[config.mk]
export PLATFORM = sky130hd
export DESIGN_NAME = slfo_div
export DESIGN_NICKNAME = d
export VERILOG_FILES = /design/src/hw/rtl/slfo_div.sv
export SDC_FILE = /design/constraint.sdc
export NUM_CORES = 1
export LEC_CHECK = 0
export BUFFER_PORTS_ARGS = -buffer_cell sky130_fd_sc_hd__clkbuf_2
export CAP_MARGIN = 25
export CORE_UTILIZATION = 25
export DETAILED_ROUTE_END_ITERATION = 8
export MAX_ROUTING_LAYER = met4
export PLACE_DENSITY = 0.47
export REMOVE_ABC_BUFFERS = 1
export SLEW_MARGIN = 25
export SYNTH_ARGS = -nofsm -noshare
export SYNTH_HDL_FRONTEND = slang
export SYNTH_SLANG_ARGS = --single-unit
[constraint.sdc]
create_clock -name clk -period 4.91 [get_ports clk]
set_clock_uncertainty 0.05 [all_clocks]
set_input_delay 0.7365 -clock clk [delete_from_list [all_inputs] [get_ports clk]]
set_output_delay 0.7365 -clock clk [all_outputs]
set_load 0.01 [all_outputs]
[src/hw/rtl/slfo_div.sv]
// ----------------------------------------------------------------------------
// slfo_div
// Restoring divider for the wave normalization: quo = (num << 30) / den,
// one quotient bit per cycle.
// ----------------------------------------------------------------------------
module slfo_div (
  input  logic        clk,
  input  logic        rst,
  input  logic        start,
  input  logic [30:0] num,
  input  logic [31:0] den,
  output logic        done,
  output logic [31:0] quo
);

  logic [31:0] rem;
  logic [31:0] low;
  logic [31:0] dsr;
  logic [4:0]  cnt;
  logic        busy;
  logic [32:0] trial;
  logic [32:0] diff;

  assign trial = {rem, low[31]};
  assign diff  = trial - {1'b0, dsr};

  always_ff @(posedge clk) begin
    if (rst) begin
      busy <= 1'b0;
      done <= 1'b0;
      cnt  <= '0;
    end else begin
      done <= 1'b0;
      if (start) begin
        busy <= 1'b1;
        cnt  <= '0;
      end else if (busy) begin
        cnt <= cnt + 5'd1;
        if (cnt == 5'd31) begin
          busy <= 1'b0;
          done <= 1'b1;
        end
      end
    end
  end

  // upper dividend bits start below the divisor, so 32 steps cover the quotient
  always_ff @(posedge clk) begin
    if (start) begin
      rem <= {3'b000, num[30:2]};
      low <= {num[1:0], 30'd0};
      dsr <= den;
      quo <= '0;
    end else if (busy) begin
      low <= {low[30:0], 1'b0};
      if (!diff[32]) begin
        rem <= diff[31:0];
        quo <= {quo[30:0], 1'b1};
      end else begin
        rem <= trial[31:0];
        quo <= {quo[30:0], 1'b0};
      end
    end
  end

endmodule

# Word-level counts from Yosys, hierarchy flattened
# Index checks and enable logic that the tools add are counted.
# totals
ff_bits	105
# op_classes
addsub	2
eq_ne	1
muxes	10
n_bitwise	1
n_reduce_logical	3
# op_table
operator	count
32-bit 2-to-1 mux	3
29-bit 2-to-1 mux	2
33-bit by 32-bit subtractor with 33-bit output	1
5-bit by 1-bit adder with 5-bit output (second input constant)	1
5-bit equality test (second input constant)	1
1-bit 2-to-1 mux	5
3-bit OR reduction	1
2-bit nonzero test	1
2-bit OR reduction	1
1-bit inverter	1

# Logic depth before layout (Yosys ltp)
# depth
depth_word	4
ltp_mapped	15
depth_no_buf	13

# Least setup slack after synthesis
# Ideal clock, no wire load.
# synth_path
path_type	register to register
from	reg low[31]
to	reg rem[22], data pin
setup_ns	0.261
arrival_ns	2.820
t_required_ns	4.599
path_slack_ns	1.779
stages_incl_launch_ff	15
path_buffers	2
period_less_slack_ns	3.131
path_cell_list	edfxtp_1 -> inv_1 -> ha_1 -> inv_1 -> fa_1 -> a211oi_1 -> o21ai_2 -> a31oi_4 -> nor2_2 -> o2111ai_4 -> a211o_2 -> nand3_4 -> buf_12 -> buf_6 -> a221o_1
# synth_via
elab_chain_cells	4
# synth_lines
item	line_no	text
start, declared	17	logic [31:0] low;
start signal, assigned	51	low <= {num[1:0], 30'd0};
start signal, assigned	55	low <= {low[30:0], 1'b0};
33-bit by 32-bit subtractor with 33-bit output	25	assign diff = trial - {1'b0, dsr};
32-bit 2-to-1 mux	56	if (!diff[32]) begin
29-bit 2-to-1 mux	54	end else if (busy) begin
29-bit 2-to-1 mux	49	if (start) begin
end signal, assigned	50	rem <= {3'b000, num[30:2]};
end signal, assigned	57	rem <= diff[31:0];
end signal, assigned	60	rem <= trial[31:0];
end, declared	16	logic [31:0] rem;
# Every way passes these cells. The select of a mux whose other input is x is not followed.
# A chain may end at the register's enable or synchronous reset.

# Worst setup path in the final report
# layout_path
from	reg low[31]
to	reg rem[0], data pin
# layout_via
elab_chain_cells	4
# layout_lines
item	line_no
33-bit by 32-bit subtractor with 33-bit output	25
32-bit 2-to-1 mux (*)	56
29-bit 2-to-1 mux (*)	54
29-bit 2-to-1 mux (*)	49
# Mark *: on every way between the ends. The rest lies on a longest branch, timed or not. The select of a mux whose other input is x is not followed.

==> flow_summary.ini <==
[sta]
finalCriticalPeriod_ns = 3.666
finalHoldViolCount = 0
worstMarginPinSlew_ns = 0.9068
relSlewSlack_pct = 39.55
maxSlewViolCount = 0
rsz0062_at_grt = false
fin_crit_sh_pct = 74.66
setup_viol = 0
fin_setup_tns_ns = 0
fmax_ghz = 0.2728
timing.final.ws_setup_ns = 1.244

[synth]
synth.largest_area_cell = edfxtp_1
yosysTopAreaCellShare_pct = 30.59
synth_area_mm2 = 0.006185
synth_edf_count = 63
yosys_warnings = 0
synth_cell_types = 68
synth_area_per_cell_um2 = 10.11
ys_seq_area_share_pct = 44.18
synthFlopType = edfxtp_1
synth_seq_cells = 105
synth-async-reset-ratio_pct = 0
synth_area_leaders = edfxtp_1, dfxtp_1, mux2i_1
syn_inst = 612

[floorplanning]
die_width_um = 159.3
io_pins = 99
dieArea_mm2 = 0.02537
coreArea_mm2 = 0.02432
die_h_um = 159.3
initial_core_util_pct = 25.43
rows = 57

[placed_design]
numPortBuffers = 98
dp_slack_ns = 1.204
hpwlAfterDp_mm = 10.78
gp_congestion = 0.8302
placed_cells = 1008

[hold_path]
min_to = quo[31]
holdCritPathClass = reg2reg
hp-start = quo[31]
holdPathStages = 2

[clock_network]
clk_latency_ns = 0.36
ctsResizeCount = 0
cts_buffers = 9
cts_setup_buffers = 0
hold_buffers = 0
cts-htree-levels = 3
clk_path_buf_depth = 2
root_buffer = clkbuf_16
clkTransAtPathRegs_ns = 0.07
cts_tree = yes
cts.sinks = 105

[power_and_ir_drop]
p_total_mw = 3.033
power_switching_mw = 1.118
ir_worst_vdd_mv = 0.1543
power_frac_seq_pct = 36.2
power.leakage_nw = 3.071
p_per_area_mw_per_mm2 = 419.1
p_comb_share_pct = 39.4
p_int_mw = 1.915
swShare_pct = 36.86
pwr-share-clk_pct = 24.4

[critical_path]
path_delay_family = compound AO/OA/AOI/OAI gates
criticalPathCategory = reg2reg
critPathMaxStageDelay_ns = 0.51
cp_max_fo = 38
rr_worst_depth = 13
critPathBufInv = 2
cp_cell_sequence = inv_1 -> ha_1 -> inv_1 -> fa_1 -> a211oi_1 -> o21ai_2 -> a31oi_4 -> nor2_2 -> o2111ai_4 -> a211o_2 -> nand3_4 -> mux2_4 -> o21ai_2
slowest_stage = mux2_4
r2r-start = low[31]
timing.rr.end = rem[0]
critical_path_arrival_ns = 3.83
regToRegSetupSlack_ns = 1.24
endpoint_kind = register
worstSetupStartpointType = register
required_ns = 5.07

[layout]
fin_cells = 1026
final_common_cell = clkbuf_2
final_nets = 796
final_core_util_pct = 29.76
layout-drive-gt1-share_pct = 20.86
final_cell_mix = clkbuf_2, nor2_1, edfxtp_1
area_delta_synth_final_pct = 17.01

[grt]
grt_start_max_net_pins = 53
overflow = 0
grt_pass1_wl_mm = 24.40
antenna_found_initial = 2
grt_use_total_pct = 12.46
grt_pass1_vias = 4615

[routing]
met3_length_um = 586
vias = 4588
drt_iter0_markers = 177
wl_met1_mm = 7.480
antenna_left = 0
top_layer_used = met4
routedWlPerCell_um = 14.42
vias_per_cell = 4.472
firstDrtPassIters = 4
met2WireLength_mm = 6.513
wl_mm = 14.80
drc = 0

[status]
status = finished, final reports clean

[run]
drv_cap = 0
-- worst max path at each step --
| stage | start | to | slack (ns) | cells after the start |
|---|---|---|---|---|
| 4_1_cts | low[31] | rem[0] | 1.19 | 13 |
| 5_1_grt | low[31] | rem[21] | 0.95 | 12 |
| 3_5_place_dp | low[31] | rem[0] | 1.20 | 13 |
| 6_report | low[31] | rem[0] | 1.24 | 13 |
| 3_3_place_gp | low[31] | rem[0] | 1.26 | 13 |
| 2_1_floorplan | low[31] | rem[22] | 1.65 | 12 |
-- cells in the mapped netlist, types with 8 or more instances --
cell type   n
edfxtp_1   63
nor2_1     63
mux2i_1    60
nand2_1    56
inv_1      45
dfxtp_1    42
ha_1       34
o21ai_0    29
a21oi_1    27
xnor2_1    19
clkbuf_1   16
o21ai_1    14
a21o_1     12
xor2_1     11
nand3_1     8
nand4_1     8
-- power by group through the flow --
stage | Clock [mW] | Sequential (mW) | Combinational [mW]
after floorplan | 0 | 1.11 | 0.931
after detailed placement | 0 | 1.12 | 1.20
after CTS | 0.779 | 1.10 | 1.21
final | 0.740 | 1.10 | 1.19
after global routing | 0.803 | 1.11 | 1.34
after global placement | 0 | 1.12 | 1.21
-- sequential cells by signal, summed over array words and instances, names as in the netlist --
| signal | cells |
|---|---|
| dsr | 32 |
| quo | 32 |
| rem | 32 |
| cnt | 5 |
| low | 2 |
| busy | 1 |
| done | 1 |
-- through the flow --
step / cell area, µm² / hold WS [ns]
after CTS: 7232 / 0.4631
after detailed placement: 6939 / 0.4365
after global placement: 6939 / 0.4306
after global routing: 7237 / 0.4773
final: 7237 / 0.4570
after floorplan: 6017 / 0.4175
-- tightest hold or removal path, delay by kind of cell (launching register included) --
kind,cells,cell delay (ns)
flip-flops,1,0.33
AND/OR/NAND/NOR,1,0.08
multiplexers,1,0.06
-- kinds of logic (layout without fill, tap and decap cells) --
| logic type | after synthesis | in the layout | synth area share, % |
|---|---|---|---|
| and+or+nand+nor | 176 | 176 | 13.53 |
| AOI/OAI and AO/OA | 130 | 130 | 15.25 |
| adders and majority gates | 35 | 35 | 7.202 |
| buffers and inverters | 74 | 162 | 5.442 |
| other | 0 | 2 | 0 |
| muxes | 62 | 62 | 10.14 |
| DFF | 105 | 105 | 44.18 |
| xor gates and xnor gates | 30 | 30 | 4.248 |
-- layout make-up --
| class | instances | area (µm²) |
|---|---|---|
| Multi-Input combinational cell | 433 | 3115 |
| Sequential cell | 105 | 2734 |
| Tap cell | 324 | 405.4 |
| Clock inverter | 7 | 67.56 |
| Timing Repair Buffer | 101 | 515.5 |
| Inverter | 45 | 168.9 |
| Fill cell | 2588 | 17080 |
| Antenna cell | 2 | 5.005 |
| Clock buffer | 9 | 225.2 |
-- metal layers --
layer / vias up / global-route usage (%)
met5: - / -
met4: 0 / 4.021
met3: 13 / 2.709
met2: 78 / 18.76
met1: 2142 / 16.55
li1: 2355 / -
Note: power is estimated with default switching activity, not from simulation.
